## src/rtl/sbsp_pkg.sv

```systemverilog
package sbsp_pkg;

  localparam logic [7:0] SYNC_BYTE = 8'hFF;

  // input item kinds
  localparam logic [1:0] KIND_START = 2'd0;
  localparam logic [1:0] KIND_BYTE  = 2'd1;
  localparam logic [1:0] KIND_TICK  = 2'd2;

  // result kinds
  localparam logic [1:0] RES_PARAM   = 2'd0;
  localparam logic [1:0] RES_DONE    = 2'd1;
  localparam logic [1:0] RES_TIMEOUT = 2'd2;

  // configuration register indexes
  localparam logic [1:0] REG_TIMEOUT_TICKS  = 2'd0;
  localparam logic [1:0] REG_BUFFER_LIMIT   = 2'd1;
  localparam logic [1:0] REG_CAPTURE_PARAMS = 2'd2;

  typedef struct packed {
    logic [1:0] result_kind;
    logic [7:0] param_byte;
    logic [7:0] param_index;
    logic [7:0] servo_id;
    logic [7:0] error_code;
    logic [7:0] param_count;
    logic       checksum_ok;
    logic       overrun;
    logic       frame_good;
  } result_t;

endpackage

```

## src/rtl/servo_bus_status_packet_parser.sv

```systemverilog
// channel   direction  handshake                     payload
// in        to block   in_valid / in_stall           kind, rx_byte
// out       from block out_valid / out_stall         result_kind .. frame_good
// cfg       to block   cfg_valid / cfg_ready         cfg_index, cfg_data
//
// one item is taken per cycle while in_stall is low; its state update and
// result are formed in the same cycle and the result is registered. a skid
// register behind the output register absorbs one result while out_stall is
// high; in_stall rises only when that skid register is full.
// rst is synchronous: parser disarmed, registers back to their reset values.
module servo_bus_status_packet_parser
  import sbsp_pkg::*;
(
  input  logic       clk,
  input  logic       rst,
  input  logic       in_valid,
  output logic       in_stall,
  input  logic [1:0] kind,
  input  logic [7:0] rx_byte,
  output logic       out_valid,
  input  logic       out_stall,
  output logic [1:0] result_kind,
  output logic [7:0] param_byte,
  output logic [7:0] param_index,
  output logic [7:0] servo_id,
  output logic [7:0] error_code,
  output logic [7:0] param_count,
  output logic       checksum_ok,
  output logic       overrun,
  output logic       frame_good,
  input  logic       cfg_valid,
  output logic       cfg_ready,
  input  logic [1:0] cfg_index,
  input  logic [7:0] cfg_data
);

  typedef enum logic [2:0] {
    PH_SYNC1, PH_SYNC2, PH_ID, PH_LEN, PH_ERR, PH_DATA, PH_CSUM
  } phase_t;

  logic [7:0] timeout_ticks;
  logic [7:0] buffer_limit;
  logic       capture_params;

  phase_t     phase, phase_next;
  logic       armed, armed_next;
  logic [7:0] budget, budget_next;
  logic [7:0] held_id, held_id_next;
  logic [7:0] held_error, held_error_next;
  logic [7:0] held_length, held_length_next;
  logic [7:0] param_pos, param_pos_next;
  logic [7:0] running_sum, running_sum_next;
  logic       overrun_flag, overrun_flag_next;

  result_t    res;
  logic       res_valid;
  result_t    out_data, skid_data;
  logic       skid_valid;

  logic       accept;
  logic       pop;
  logic [7:0] sum_add;
  logic [7:0] pos_inc;
  logic       csum_match;

  assign cfg_ready = 1'b1;
  assign in_stall  = skid_valid;
  assign accept    = in_valid && !in_stall;
  assign pop       = out_valid && !out_stall;

  assign sum_add    = running_sum + rx_byte;
  assign pos_inc    = param_pos + 8'd1;
  assign csum_match = (~running_sum) == rx_byte;

  always_comb begin
    phase_next        = phase;
    armed_next        = armed;
    budget_next       = budget;
    held_id_next      = held_id;
    held_error_next   = held_error;
    held_length_next  = held_length;
    param_pos_next    = param_pos;
    running_sum_next  = running_sum;
    overrun_flag_next = overrun_flag;
    res               = '0;
    res_valid         = 1'b0;
    if (accept) begin
      case (kind)
        KIND_START: begin
          phase_next        = PH_SYNC1;
          held_id_next      = '0;
          held_error_next   = '0;
          held_length_next  = '0;
          param_pos_next    = '0;
          running_sum_next  = '0;
          overrun_flag_next = 1'b0;
          budget_next       = timeout_ticks;
          if (timeout_ticks == 8'd0) begin
            armed_next      = 1'b0;
            res.result_kind = RES_TIMEOUT;
            res_valid       = 1'b1;
          end else begin
            armed_next = 1'b1;
          end
        end
        KIND_TICK: begin
          if (armed) begin
            budget_next = budget - 8'd1;
            if (budget == 8'd1) begin
              armed_next      = 1'b0;
              res.result_kind = RES_TIMEOUT;
              res_valid       = 1'b1;
            end
          end
        end
        KIND_BYTE: begin
          if (armed) begin
            unique case (phase)
              PH_SYNC1: begin
                if (rx_byte == SYNC_BYTE) phase_next = PH_SYNC2;
              end
              PH_SYNC2: begin
                phase_next = (rx_byte == SYNC_BYTE) ? PH_ID : PH_SYNC1;
              end
              PH_ID: begin
                held_id_next     = rx_byte;
                running_sum_next = sum_add;
                phase_next       = PH_LEN;
              end
              PH_LEN: begin
                held_length_next = rx_byte;
                running_sum_next = sum_add;
                phase_next       = (rx_byte == 8'd0) ? PH_CSUM : PH_ERR;
              end
              PH_ERR: begin
                held_error_next  = rx_byte;
                running_sum_next = sum_add;
                phase_next       = (held_length <= 8'd2) ? PH_CSUM : PH_DATA;
              end
              PH_DATA: begin
                running_sum_next = sum_add;
                if (capture_params) begin
                  if (param_pos < buffer_limit) begin
                    res.result_kind = RES_PARAM;
                    res.param_byte  = rx_byte;
                    res.param_index = param_pos;
                    res_valid       = 1'b1;
                  end else begin
                    overrun_flag_next = 1'b1;
                  end
                end
                param_pos_next = pos_inc;
                if (pos_inc >= held_length - 8'd2) phase_next = PH_CSUM;
              end
              PH_CSUM: begin
                armed_next      = 1'b0;
                phase_next      = PH_SYNC1;
                res.result_kind = RES_DONE;
                res.servo_id    = held_id;
                res.error_code  = held_error;
                res.param_count = param_pos;
                res.checksum_ok = csum_match;
                res.overrun     = overrun_flag;
                res.frame_good  = csum_match && !overrun_flag;
                res_valid       = 1'b1;
              end
              default: phase_next = PH_SYNC1;
            endcase
          end
        end
        default: ;
      endcase
    end
  end

  always_ff @(posedge clk) begin
    if (rst) begin
      timeout_ticks  <= 8'd1;
      buffer_limit   <= 8'd253;
      capture_params <= 1'b1;
    end else if (cfg_valid && cfg_ready) begin
      unique case (cfg_index)
        REG_TIMEOUT_TICKS:  timeout_ticks  <= cfg_data;
        REG_BUFFER_LIMIT:   buffer_limit   <= cfg_data;
        REG_CAPTURE_PARAMS: capture_params <= cfg_data[0];
        default: ;
      endcase
    end
  end

  always_ff @(posedge clk) begin
    if (rst) begin
      phase        <= PH_SYNC1;
      armed        <= 1'b0;
      budget       <= '0;
      held_id      <= '0;
      held_error   <= '0;
      held_length  <= '0;
      param_pos    <= '0;
      running_sum  <= '0;
      overrun_flag <= 1'b0;
    end else begin
      phase        <= phase_next;
      armed        <= armed_next;
      budget       <= budget_next;
      held_id      <= held_id_next;
      held_error   <= held_error_next;
      held_length  <= held_length_next;
      param_pos    <= param_pos_next;
      running_sum  <= running_sum_next;
      overrun_flag <= overrun_flag_next;
    end
  end

  // output register with one skid entry behind it
  always_ff @(posedge clk) begin
    if (rst) begin
      out_valid  <= 1'b0;
      skid_valid <= 1'b0;
    end else if (skid_valid) begin
      if (pop) begin
        out_data   <= skid_data;
        skid_valid <= 1'b0;
      end
    end else if (res_valid) begin
      if (!out_valid || pop) begin
        out_data  <= res;
        out_valid <= 1'b1;
      end else begin
        skid_data  <= res;
        skid_valid <= 1'b1;
      end
    end else if (pop) begin
      out_valid <= 1'b0;
    end
  end

  assign result_kind = out_data.result_kind;
  assign param_byte  = out_data.param_byte;
  assign param_index = out_data.param_index;
  assign servo_id    = out_data.servo_id;
  assign error_code  = out_data.error_code;
  assign param_count = out_data.param_count;
  assign checksum_ok = out_data.checksum_ok;
  assign overrun     = out_data.overrun;
  assign frame_good  = out_data.frame_good;

endmodule

```

## config.mk

```make
export PLATFORM = sky130hd
export DESIGN_NAME = servo_bus_status_packet_parser
export DESIGN_NICKNAME = d
export VERILOG_FILES = /design/src/rtl/sbsp_pkg.sv /design/src/rtl/servo_bus_status_packet_parser.sv
export SDC_FILE = /design/constraint.sdc
export NUM_CORES = 1
export LEC_CHECK = 0
export BUFFER_PORTS_ARGS = -buffer_cell sky130_fd_sc_hd__buf_2
export CAP_MARGIN = 20
export CORE_ASPECT_RATIO = 0.9
export CORE_MARGIN = 1.5
export CORE_UTILIZATION = 55
export CTS_CLUSTER_DIAMETER = 80
export DETAILED_ROUTE_END_ITERATION = 7
export GPL_TIMING_DRIVEN = 0
export PLACE_DENSITY = 0.77
export SYNTH_ARGS = -nofsm -noshare
export SYNTH_HDL_FRONTEND = slang
export SYNTH_SLANG_ARGS = --single-unit
```

## constraint.sdc

```tcl
create_clock -name clk -period 8.3 [get_ports clk]
set_input_delay 0.415 -clock clk [delete_from_list [all_inputs] [get_ports clk]]
set_output_delay 0.415 -clock clk [all_outputs]
set_load 0.005 [all_outputs]
```

==> metrics.md, run 1 <==
| Metric | Value |
|---|---|
| H-tree Lvls | 4 |
| Placed cell area | 8260 sq um |
| Number of gates resized after CTS | 0 |
| Cell with the most instances after synthesis | edfxtp_1 |
| Endpoints failing setup | 0 |
| TritonCTS Sinks | 162 |
| Die area | 14500 sq um |
| Post-synthesis mux area share | 0.0437 |
| Warnings from Yosys | 0 |
| TritonCTS clock tree | yes |
| Post-synth top flop | edfxtp_1 |
| Final Non-Filler Cells | 972 |
| CTS root buffer | clkbuf_16 |
| Die width | 127 um |
| PwrDens | 193 nW/um^2 |
| Worst rel slew slack | 0.246 |
| Mapped Cells | 698 |
| Largest register FFs | 45 |
| Synthesized area | 7600 sq um |
| Reported max-cap violation count | 0 |
| Final instance area | 8830 sq um |
| Reg area | 4140 sq um |
| CP startpoint kind | flip-flop |
| Ports | 73 |
| Worst-Skew Late Latency | 430 ps |
| WP data required | 8660 ps |
| Initial antenna violation count | 0 |
| Adder-Cell Fraction of Synth Area | 0.0521 |
| Antenna Cells | 0 |
| I/O Buffers | 71 |
| # fillers | 1024 |
| Post-route ant nets | 0 |
| Pleak | 3.72 nW |
| Wire per inst | 17.2 um |
| Detailed-route DRC error count | 0 |
| Compound-gate portion of the synthesized area | 0.133 |
| Global route total overflow | 0 |
| Final worst slack | 5150 ps |
| Multi-input logic area | 3250 sq um |
| Largest family of logic cells by synthesized area | simple AND/OR/NAND/NOR gates |
| GP Congestion | 0.877 |
| Fmax | 317 MHz |
| Unrepaired setup endpoints after global routing | no |
| First-pass GRT wire length | 27.2 mm |
| Initial Utilization | 0.566 |
| Largest net degree at the start of global routing | 24 |
| CTS max path bufs | 2 |
| Largest cells by area after synthesis | edfxtp_1 36%, dfxtp_1 19%, a21o_1 4.9% |
| Critical path arrival | 3510 ps |
| Slew at the pin with the worst max-slew slack | 1120 ps |
| Min-Delay Path Class | input pin to flip-flop |
| Cells after DPL | 942 |
| Kind of critical path | flip-flop to flip-flop |
| Row count | 40 |
| Reg with most FFs | skid_data |
| Core Area | 13400 sq um |
| Sequential fraction of the synthesis area | 0.546 |
| Outcome | completed |
| Clock slew at reported path FFs | 60 ps |
| Initial DRC count | 423 |
| Top post-synthesis cells by count | 90 x edfxtp_1, 81 x nor2_1, 72 x dfxtp_1 |
| Vias/cell | 5.78 |
| Synth cell types | 64 |
| Synth top area share | 0.356 |
| Total track usage | 0.242 |
| Post-synth EDFFs | 90 |
| Design Power | 1.71 mW |
| Final period util | 0.380 |
| Setup slack at placement | 5120 ps |
| Setup TNS | 0 ps |
| Post-CTS setup buffers | 0 |
| Inserted Clock Buffers | 17 |
| Syn Nets | 754 |
| Post-Synth XOR/XNOR Area | 0.0196 |
| Number of hold buffers added after cts | 0 |
| Max-slew violation count | 0 |
| Vias post-DR | 5623 |
| Post-synth ARST share | 0 |
| Avg Cell Area, Syn | 10.9 sq um |
| Drt total wl | 16.7 mm |
| Share of cells above drive strength 1 | 0.154 |
| CP max FO | 8 |
| Nets | 849 |
| Final HPWL DP | 12.3 mm |
| Synth Register Bits | 162 |
| Worst Skew | 7.45 ps |
| Maximum VDD drop | 0.000135 V |
| TritonRoute pass-1 iters | 6 |
| Die Ht | 114 um |
| Post-layout minimum cycle time | 3150 ps |
| Area grow syn2layout | 16.3% |
| Cell taking the most area after synthesis | edfxtp_1 |
| Hold Vio Cnt, Final | 0 |
| Post-Synth Simple-Gate Area | 0.176 |
| Crit end category | flip-flop |
| Number of global-route vias before repair | 5386 |
-- final timing paths --
check	start	endpoint	slack (ps)	cells after the start
setup reg to reg	param_pos[2]$_SDFFE_PP0P_	phase[2]$_SDFFE_PP0P_	5150	11
setup / recovery	param_pos[2]$_SDFFE_PP0P_	phase[2]$_SDFFE_PP0P_	5150	11
hold reg to reg	running_sum[3]$_SDFFE_PP0P_	running_sum[3]$_SDFFE_PP0P_	460	2
hold / removal	cfg_data[3]	buffer_limit[3]$_SDFFE_PP1P_	220	2
-- critical path, cell delays in order, from the launching register on --
cell	delay (ps)
dfxtp_1	530
nand3_1	210
or2_1	340
nor2_1	150
xor2_1	220
ha_1	270
nand3_1	90
nor2_1	50
or4_1	400
o31a_1	370
or3b_1	370
o211ai_1	80
-- logic make-up after synthesis --
kind of cell               Yosys count
xor gates and xnor gates            17
other                                1
buffers and inverters               55
and+or+nand+nor                    253
AOI/OAI and AO/OA                  146
adders and majority gates           31
muxes                               33
DFF                                162
-- cell usage in the layout, fill, tap and decap left out, drive strengths merged, types with 3 or more instances in the layout --
| cell | Yosys | final |
|---|---|---|
| a211o | 9 | 9 |
| a211oi | 7 | 7 |
| a21o | 50 | 50 |
| a21oi | 36 | 36 |
| a221oi | 3 | 3 |
| a22oi | 7 | 7 |
| a31oi | 3 | 3 |
| and2 | 33 | 33 |
| and3 | 3 | 3 |
| and4 | 3 | 3 |
| buf | 6 | 82 |
| bufinv | 0 | 3 |
| clkbuf | 27 | 46 |
| clkinv | 1 | 8 |
| dfxtp | 72 | 72 |
| edfxtp | 90 | 90 |
| ha | 30 | 30 |
| inv | 21 | 21 |
| mux2i | 32 | 32 |
| nand2 | 48 | 48 |
| nand2b | 13 | 13 |
| nand3 | 25 | 25 |
| nand3b | 4 | 4 |
| nor2 | 84 | 84 |
| nor2b | 5 | 5 |
| nor3 | 6 | 6 |
| nor4 | 10 | 10 |
| nor4b | 8 | 8 |
| o211ai | 4 | 4 |
| o21ai | 12 | 12 |
| xnor2 | 9 | 9 |
| xor2 | 8 | 8 |
-- routing by layer --
| layer | GRT usage | routed length [um] | vias to the layer above |
|---|---|---|---|
| met4 | 0.0992 | 380 | 0 |
| li1 | - | - | 2715 |
| met3 | 0.0617 | 1140 | 36 |
| met5 | 0 | 0 | - |
| met2 | 0.376 | 7570 | 196 |
| met1 | 0.327 | 7640 | 2676 |
-- where the power goes --
part	leakage (nW)	internal, mW	switching (mW)	total, mW
clock network	0.275	0.466	0.302	0.768
logic	2.07	0.0322	0.0568	0.0891
registers	1.37	0.846	0.00593	0.852
-- stage by stage --
step,hold slack [ps],utilization
6_report,216,0.659
5_1_grt,217,0.659
4_1_cts,204,0.659
3_5_place_dp,449,0.616
3_3_place_gp,444,0.608
2_1_floorplan,436,-
-- layout make-up --
class | count | share of cell area
buffer | 33 | 0.0160
clock buffer | 19 | 0.0490
clock inverter | 11 | 0.0159
inverter | 22 | 0.00935
multi-input combinational | 481 | 0.368
sequential | 162 | 0.469
tap | 168 | 0.0238
timing repair buffer | 76 | 0.0489
Power figures use the tool's default switching activity.
==> run 2: changes to the inputs <==
==> constraint.sdc (replaced) <==
create_clock -name clk -period 3 [get_ports clk]
set_input_delay 0.15 -clock clk [delete_from_list [all_inputs] [get_ports clk]]
set_output_delay 0.15 -clock clk [all_outputs]
set_load 0.005 [all_outputs]
==> metrics.md, run 2 (same netlist as run 1, synthesis figures left out) <==
| Metric | Value |
|---|---|
| Cells after DPL | 941 (-0.11%) |
| Area grow syn2layout | 19.2% |
| Global route total overflow | 0 (unchanged) |
| Share of cells above drive strength 1 | 0.178 (+0.0235) |
| Clock slew at reported path FFs | 60 ps (about the same) |
| TritonRoute pass-1 iters | 5 (-1) |
| CTS max path bufs | 2 (unchanged) |
| # fillers | 1028 (+0.39%) |
| Largest register FFs | 45 (unchanged) |
| Final Non-Filler Cells | 984 (+1.2%) |
| Multi-input logic area | 3300 sq um (+1.7%) |
| Detailed-route DRC error count | 0 (unchanged) |
| Min-Delay Path Class | input pin to flip-flop |
| Drt total wl | 16.8 mm (+0.62%) |
| Core Area | 13400 sq um (unchanged) |
| Die Ht | 114 um (unchanged) |
| Most common cell after layout, fill and taps aside | edfxtp_1 |
| Antenna Cells | 0 (unchanged) |
| Reg area | 4160 sq um (+0.36%) |
| TritonCTS Sinks | 162 (unchanged) |
| Initial DRC count | 470 (+11%) |
| GP Congestion | 0.881 (+0.47%) |
| H-tree Lvls | 4 (unchanged) |
| Most frequent cells in the layout | 90 x edfxtp_1, 81 x nor2_1, 73 x buf_2, 66 x dfxtp_1, 50 x a21o_1 |
| Hold Vio Cnt, Final | 0 (unchanged) |
| PwrDens | 538 nW/um^2 (+180%) |
| Vias post-DR | 5691 (+1.2%) |
| Setup TNS | 0 ps (unchanged) |
| CP max FO | 8 (unchanged) |
| Worst rel slew slack | 0.302 (+0.0562) |
| Maximum VDD drop | 0.000387 V (+190%) |
| RR Startpoint | param_pos[2]$_SDFFE_PP0P_ |
| Kind of critical path | flip-flop to flip-flop |
| Fmax | 349 MHz (+10%) |
| First-pass GRT wire length | 27.1 mm (-0.33%) |
| Endpoints failing setup | 0 (unchanged) |
| Slew at the pin with the worst max-slew slack | 1040 ps (-83.6 ps) |
| Initial Utilization | 0.566 (unchanged) |
| CP startpoint | param_pos[2]$_SDFFE_PP0P_ |
| Initial antenna violation count | 0 (unchanged) |
| Inserted Clock Buffers | 17 (unchanged) |
| Vias/cell | 5.78 (about the same) |
| Nets | 859 (+1.2%) |
| Design Power | 4.87 mW (+180%) |
| Pleak | 3.87 nW (+4.2%) |
| Max-slew violation count | 0 (unchanged) |
| TritonCTS clock tree | yes |
| Number of global-route vias before repair | 5337 (-0.91%) |
| Min-delay src | out_stall |
| WP data required | 3360 ps (-5300 ps) |
| CTS root buffer | clkbuf_16 |
| I/O Buffers | 71 (unchanged) |
| CP startpoint kind | flip-flop |
| Crit end category | flip-flop |
| Worst Skew | 8.99 ps (+1.54 ps) |
| Reported max-cap violation count | 0 (unchanged) |
| Total track usage | 0.243 (+0.000409) |
| Wire per inst | 17.1 um (-0.61%) |
| Post-route ant nets | 0 (unchanged) |
| Row count | 40 (unchanged) |
| Critical path arrival | 3220 ps (-290 ps) |
| Reg with most FFs | skid_data |
| Final period util | 0.954 (+0.574) |
| Post-layout minimum cycle time | 2860 ps (-292 ps) |
| Die area | 14500 sq um (unchanged) |
| Worst-Skew Late Latency | 430 ps (about the same) |
| Ports | 73 (unchanged) |
| Largest net degree at the start of global routing | 24 (unchanged) |
| Outcome | completed |
| Final HPWL DP | 12.1 mm (-1.7%) |
| Die width | 127 um (unchanged) |
[run 2: repair_timing]
item / in CTS / in global routing
setup buffers: 0 / 5
endpoints found under the hold margin: 13 / 0
setup endpoints to repair: 3 / 25
hold buffers: 8 / 0
resized for setup: 7 / 5
pin swaps: 0 / 3
[run 2: layer usage]
layer  wire length (um)  vias up  GRT usage
li1                   -     2723          -
met1               7880     2742      0.326
met2               7720      209      0.387
met3               1040       17     0.0617
met4                209        0     0.0818
met5                  0        -          0
[run 2: per-stage QoR]
| step | utilization | instance area, sq um | hold slack, ps | worst slack [ps] |
|---|---|---|---|---|
| floorplan | - | 7650 | 268 | -18.5 |
| global placement | 0.613 | 8220 | 388 | -792 |
| detailed placement | 0.618 | 8290 | 393 | -159 |
| CTS | 0.670 | 8990 | 63.7 | 33.7 |
| global route | 0.675 | 9050 | 84.1 | -13.5 |
| finish | 0.675 | 9050 | 66.3 | 138 |
[run 2: final cells by class]
class	count	area share
Buffer	31	0.0148
Clock buffer	19	0.0478
Clock inverter	13	0.0202
Inverter	22	0.00912
Multi-Input combinational cell	481	0.365
Sequential cell	162	0.459
Tap cell	168	0.0232
Timing Repair Buffer	88	0.0603
[run 2: worst max-delay path, cell delays in order (launching register included)]
cell and delay, ps:
dfxtp_4 420, nand3_2 140, or2_4 300, nor2_1 130, xor2_1 220, ha_1 270
nand3_1 100, nor2_1 50, or4_1 400, o31a_1 330, or3b_1 360, o211ai_1 80
[run 2: power by group]
part / switching (mW) / total (mW) / internal (mW) / leakage (nW)
combinational: 0.158 / 0.256 / 0.0979 / 2.13
clock: 0.863 / 2.26 / 1.39 / 0.288
sequential: 0.0168 / 2.35 / 2.34 / 1.45
[run 2: final timing paths]
path                                  to  slack (ps)  cells after the start
min                  in_stall$_SDFF_PP0_          70                      3
min reg2reg  running_sum[0]$_SDFFE_PP0P_         460                      2
max                phase[2]$_SDFFE_PP0P_         140                     11
max reg2reg        phase[2]$_SDFFE_PP0P_         140                     11
==> run 3: changes to the inputs <==
--- a/config.mk
+++ b/config.mk
@@ -5,6 +5,7 @@
 export SDC_FILE = /design/constraint.sdc
 export NUM_CORES = 1
 export LEC_CHECK = 0
+export ABC_AREA = 1
 export BUFFER_PORTS_ARGS = -buffer_cell sky130_fd_sc_hd__buf_2
 export CAP_MARGIN = 20
 export CORE_ASPECT_RATIO = 0.9
@@ -17,3 +18,4 @@
 export SYNTH_ARGS = -nofsm -noshare
 export SYNTH_HDL_FRONTEND = slang
 export SYNTH_SLANG_ARGS = --single-unit
+export TNS_END_PERCENT = 50
==> metrics.md, run 3 <==
| Metric | Value |
|---|---|
| Sw Ratio | 0.231 (+0.0177) |
| Max-slew violation count | 0 (unchanged) |
| Maximum VDD drop | 0.000446 V (+15%) |
| Post-layout minimum cycle time | 2640 ps (-221 ps) |
| Die Ht | 113 um (-0.93%) |
| Fmax | 379 MHz (+8.4%) |
| TritonCTS Sinks | 162 (unchanged) |
| Outcome | finished, violations left |
| Sequential fraction of the synthesis area | 0.556 (+0.0105) |
| Ports | 73 (unchanged) |
| Wire per inst | 14.9 um (-13%) |
| Area grow syn2layout | 17.8% |
| Kind of critical path | flip-flop to flip-flop |
| Largest cells by area after synthesis | edfxtp_1 36%, dfxtp_1 19%, nand2_1 7.4% |
| Reg2Reg Depth | 17 (+6) |
| Critical path arrival | 3010 ps (-210 ps) |
| WP data required | 3370 ps (about the same) |
| Worst reg2reg setup slack | 360 ps (+220 ps) |
| Share of cells above drive strength 1 | 0.154 (-0.0238) |
| Psw | 1.12 mW (+8.2%) |
| Detailed-route DRC error count | 5 (+5) |
| I/O Buffers | 71 (unchanged) |
| Final worst slack | 359 ps (+221 ps) |
| Synthesized area | 7450 sq um (-1.9%) |
| Die width | 126 um (-0.93%) |
| Drt total wl | 16.3 mm (-3.1%) |
| Final period util | 0.880 (-0.0738) |
| Initial antenna violation count | 0 (unchanged) |
| Largest register FFs | 45 (unchanged) |
| Reported max-cap violation count | 0 (unchanged) |
| Antenna Cells | 0 (unchanged) |
| Worst rel slew slack | 0.571 (+0.269) |
| Flop pwr share | 0.491 (+0.007) |
| Critical path's slowest cell | dfxtp_1 |
| Mapped Cells | 816 (+17%) |
| Global route total overflow | 0 (unchanged) |
| Initial Utilization | 0.560 (-0.00655) |
| RR Startpoint | param_pos[0]$_SDFFE_PP0P_ |
| Largest stage delay, worst path | 390 ps (-30 ps) |
| Vias/cell | 5.36 (-7.3%) |
| Initial DRC count | 492 (+4.7%) |
| Row count | 40 (unchanged) |
| Cell family with most CP delay | simple AND/OR/NAND/NOR gates |
| PwrDens | 554 nW/um^2 (+3.1%) |
| Internal | 3.74 mW (-2.3%) |
| Post-synth EDFFs | 90 (unchanged) |
| Post-synth top flop | edfxtp_1 |
| Cells after DPL | 1057 (+12%) |
| First-pass GRT wire length | 26.7 mm (-1.4%) |
| Inserted Clock Buffers | 17 (unchanged) |
| Hold Vio Cnt, Final | 0 (unchanged) |
| Min-Delay Path Class | input pin to flip-flop |
| Min-delay src | cfg_valid |
| Final Non-Filler Cells | 1097 (+11%) |
| CP startpoint kind | flip-flop |
| Comb power frac | 0.066 (+0.013) |
| Post-CTS setup buffers | 0 (unchanged) |
| Hold worst-path end | capture_params$_SDFFE_PP1P_ |
| Synth cell types | 41 (-36%) |
| Most common cell after layout, fill and taps aside | nand2_1 |
| Clock slew at reported path FFs | 60 ps (about the same) |
| Largest net degree at the start of global routing | 36 (+50%) |
| Reg with most FFs | skid_data |
| Synth Register Bits | 162 (unchanged) |
| Slew at the pin with the worst max-slew slack | 644 ps (-395 ps) |
| Avg Cell Area, Syn | 9.13 sq um (-16%) |
| Hold path depth | 3 (unchanged) |
| H-tree Lvls | 4 (unchanged) |
| Setup slack at placement | 244 ps (+403 ps) |
| Failing checks | design-rule violations |
| Utilization after layout | 0.659 (-0.0156) |
| Buf/Inv on CP | 2 (+2) |
| CP startpoint | param_pos[0]$_SDFFE_PP0P_ |
| Worst Skew | 5.42 ps (-3.56 ps) |
| TritonRoute pass-1 iters | 6 (+1) |
| Endpoints failing setup | 0 (unchanged) |
| Top post-synthesis cells by count | 147 x nand2_1, 90 x edfxtp_1, 87 x inv_1 |
| Placed cell area | 8080 sq um (-2.6%) |
| CP max FO | 6 (-2) |
| TritonCTS clock tree | yes |
| Final HPWL DP | 11.5 mm (-5.0%) |
| Number of global-route vias before repair | 5592 (+4.8%) |
| Unrepaired setup endpoints after global routing | no |
| Vias post-DR | 5879 (+3.3%) |
| Warnings from Yosys | 0 (unchanged) |
| Crit end category | flip-flop |
| Clock power frac | 0.443 (-0.021) |
| Core Area | 13300 sq um (-0.75%) |
| Final instance area | 8780 sq um (-3.0%) |
| Post-route ant nets | 0 (unchanged) |
| Most common cell on crit path | nand2_1 |
| Cell taking the most area after synthesis | edfxtp_1 |
| Total track usage | 0.240 (-0.00313) |
| CTS max path bufs | 2 (unchanged) |
| Nets | 972 (+13%) |
| CTS root buffer | clkbuf_16 |
| Synth top area share | 0.363 (+0.00687) |
| Pleak | 3.69 nW (-4.8%) |
| Worst path cell trace | inv_2 > nor3_4 > nand2_1 > nor2_2 > nand3_1 > xor2_2 > ha_1 > nand2_1 > inv_1 > o21ai_0 > nand3_1 > a21oi_2 > nand4_1 > and2_1 > o21ai_0 > nand2_1 > nor2_1 |
| Die area | 14300 sq um (-1.8%) |
| Worst-Skew Late Latency | 430 ps (about the same) |
| Post-synth ARST share | 0 (unchanged) |
| Critical R2R Capture | phase[2]$_SDFFE_PP0P_ |
| Most frequent cells in the layout | 147 x nand2_1, 90 x edfxtp_1, 87 x inv_1, 84 x nor2_1, 78 x o21ai_0 |
| GP Congestion | 0.908 (+3.0%) |
| Cell with the most instances after synthesis | nand2_1 |
| Syn Nets | 872 (+16%) |
## run 3: area by class of cell
type,instances,area (sq um)
Buffer,27,118
Clock buffer,23,499
Clock inverter,9,93.8
Fill cell,1076,4540
Inverter,98,368
Multi-Input combinational cell,529,2870
Sequential cell,162,4150
Tap cell,168,210
Timing Repair Buffer,81,475
## run 3: worst max path at each step
stage / endpoint / slack, ps / depth (start not counted)
finish: phase[2]$_SDFFE_PP0P_ / 360 / 17
global route: phase[2]$_SDFFE_PP0P_ / 20 / 17
CTS: phase[0]$_SDFFE_PP0P_ / 210 / 16
detailed placement: phase[0]$_SDFFE_PP0P_ / 240 / 16
global placement: skid_data[22]$_DFFE_PP_ / -1750 / 12
floorplan: skid_data[0]$_DFFE_PP_ / -560 / 10
## run 3: cells by family after synthesis
kind of cell             after synthesis  share of synthesized area
adder cells (fa/ha/maj)               31                     0.0531
AND/OR/NAND/NOR                      292                      0.167
buffers and inverters                125                     0.0651
XOR/XNOR                              18                     0.0212
AO/OA/AOI/OAI                        187                      0.137
flip-flops                           162                      0.556
other                                  1                   0.000503
## run 3: power by group through the flow
| stage | clock [mW] | sequential [mW] | combinational [mW] |
|---|---|---|---|
| floorplan | 0 | 2.42 | 0.215 |
| global placement | 0 | 2.43 | 0.294 |
| detailed placement | 0 | 2.43 | 0.304 |
| CTS | 2.18 | 2.38 | 0.317 |
| global route | 2.26 | 2.39 | 0.363 |
| finish | 2.15 | 2.39 | 0.321 |
## run 3: repair_timing
item	in CTS	in global routing
gates resized for setup	0	7
hold endpoints to repair	11	0
setup endpoints to repair	0	3
hold buffers	8	0
## run 3: tightest hold or removal path, stage by stage
cell and delay (ps):
buf_2 100, nand3_1 80, o21ai_0 70
## run 3: stage by stage
step	hold slack, ps	setup TNS (ps)	power, mW
after floorplan	280	-25340	2.64
after global placement	389	-112720	2.73
after detailed placement	395	0	2.74
after CTS	19.8	0	4.88
after global routing	50.0	0	5.01
final	28.4	0	4.86
## run 3: per-layer routing
layer  wire (um)  up-vias  track usage
met2        7600      166        0.388
met5           0        -            0
met1        7480     2740        0.317
li1            -     2950            -
met4         317        0       0.0915
met3         916       23       0.0553
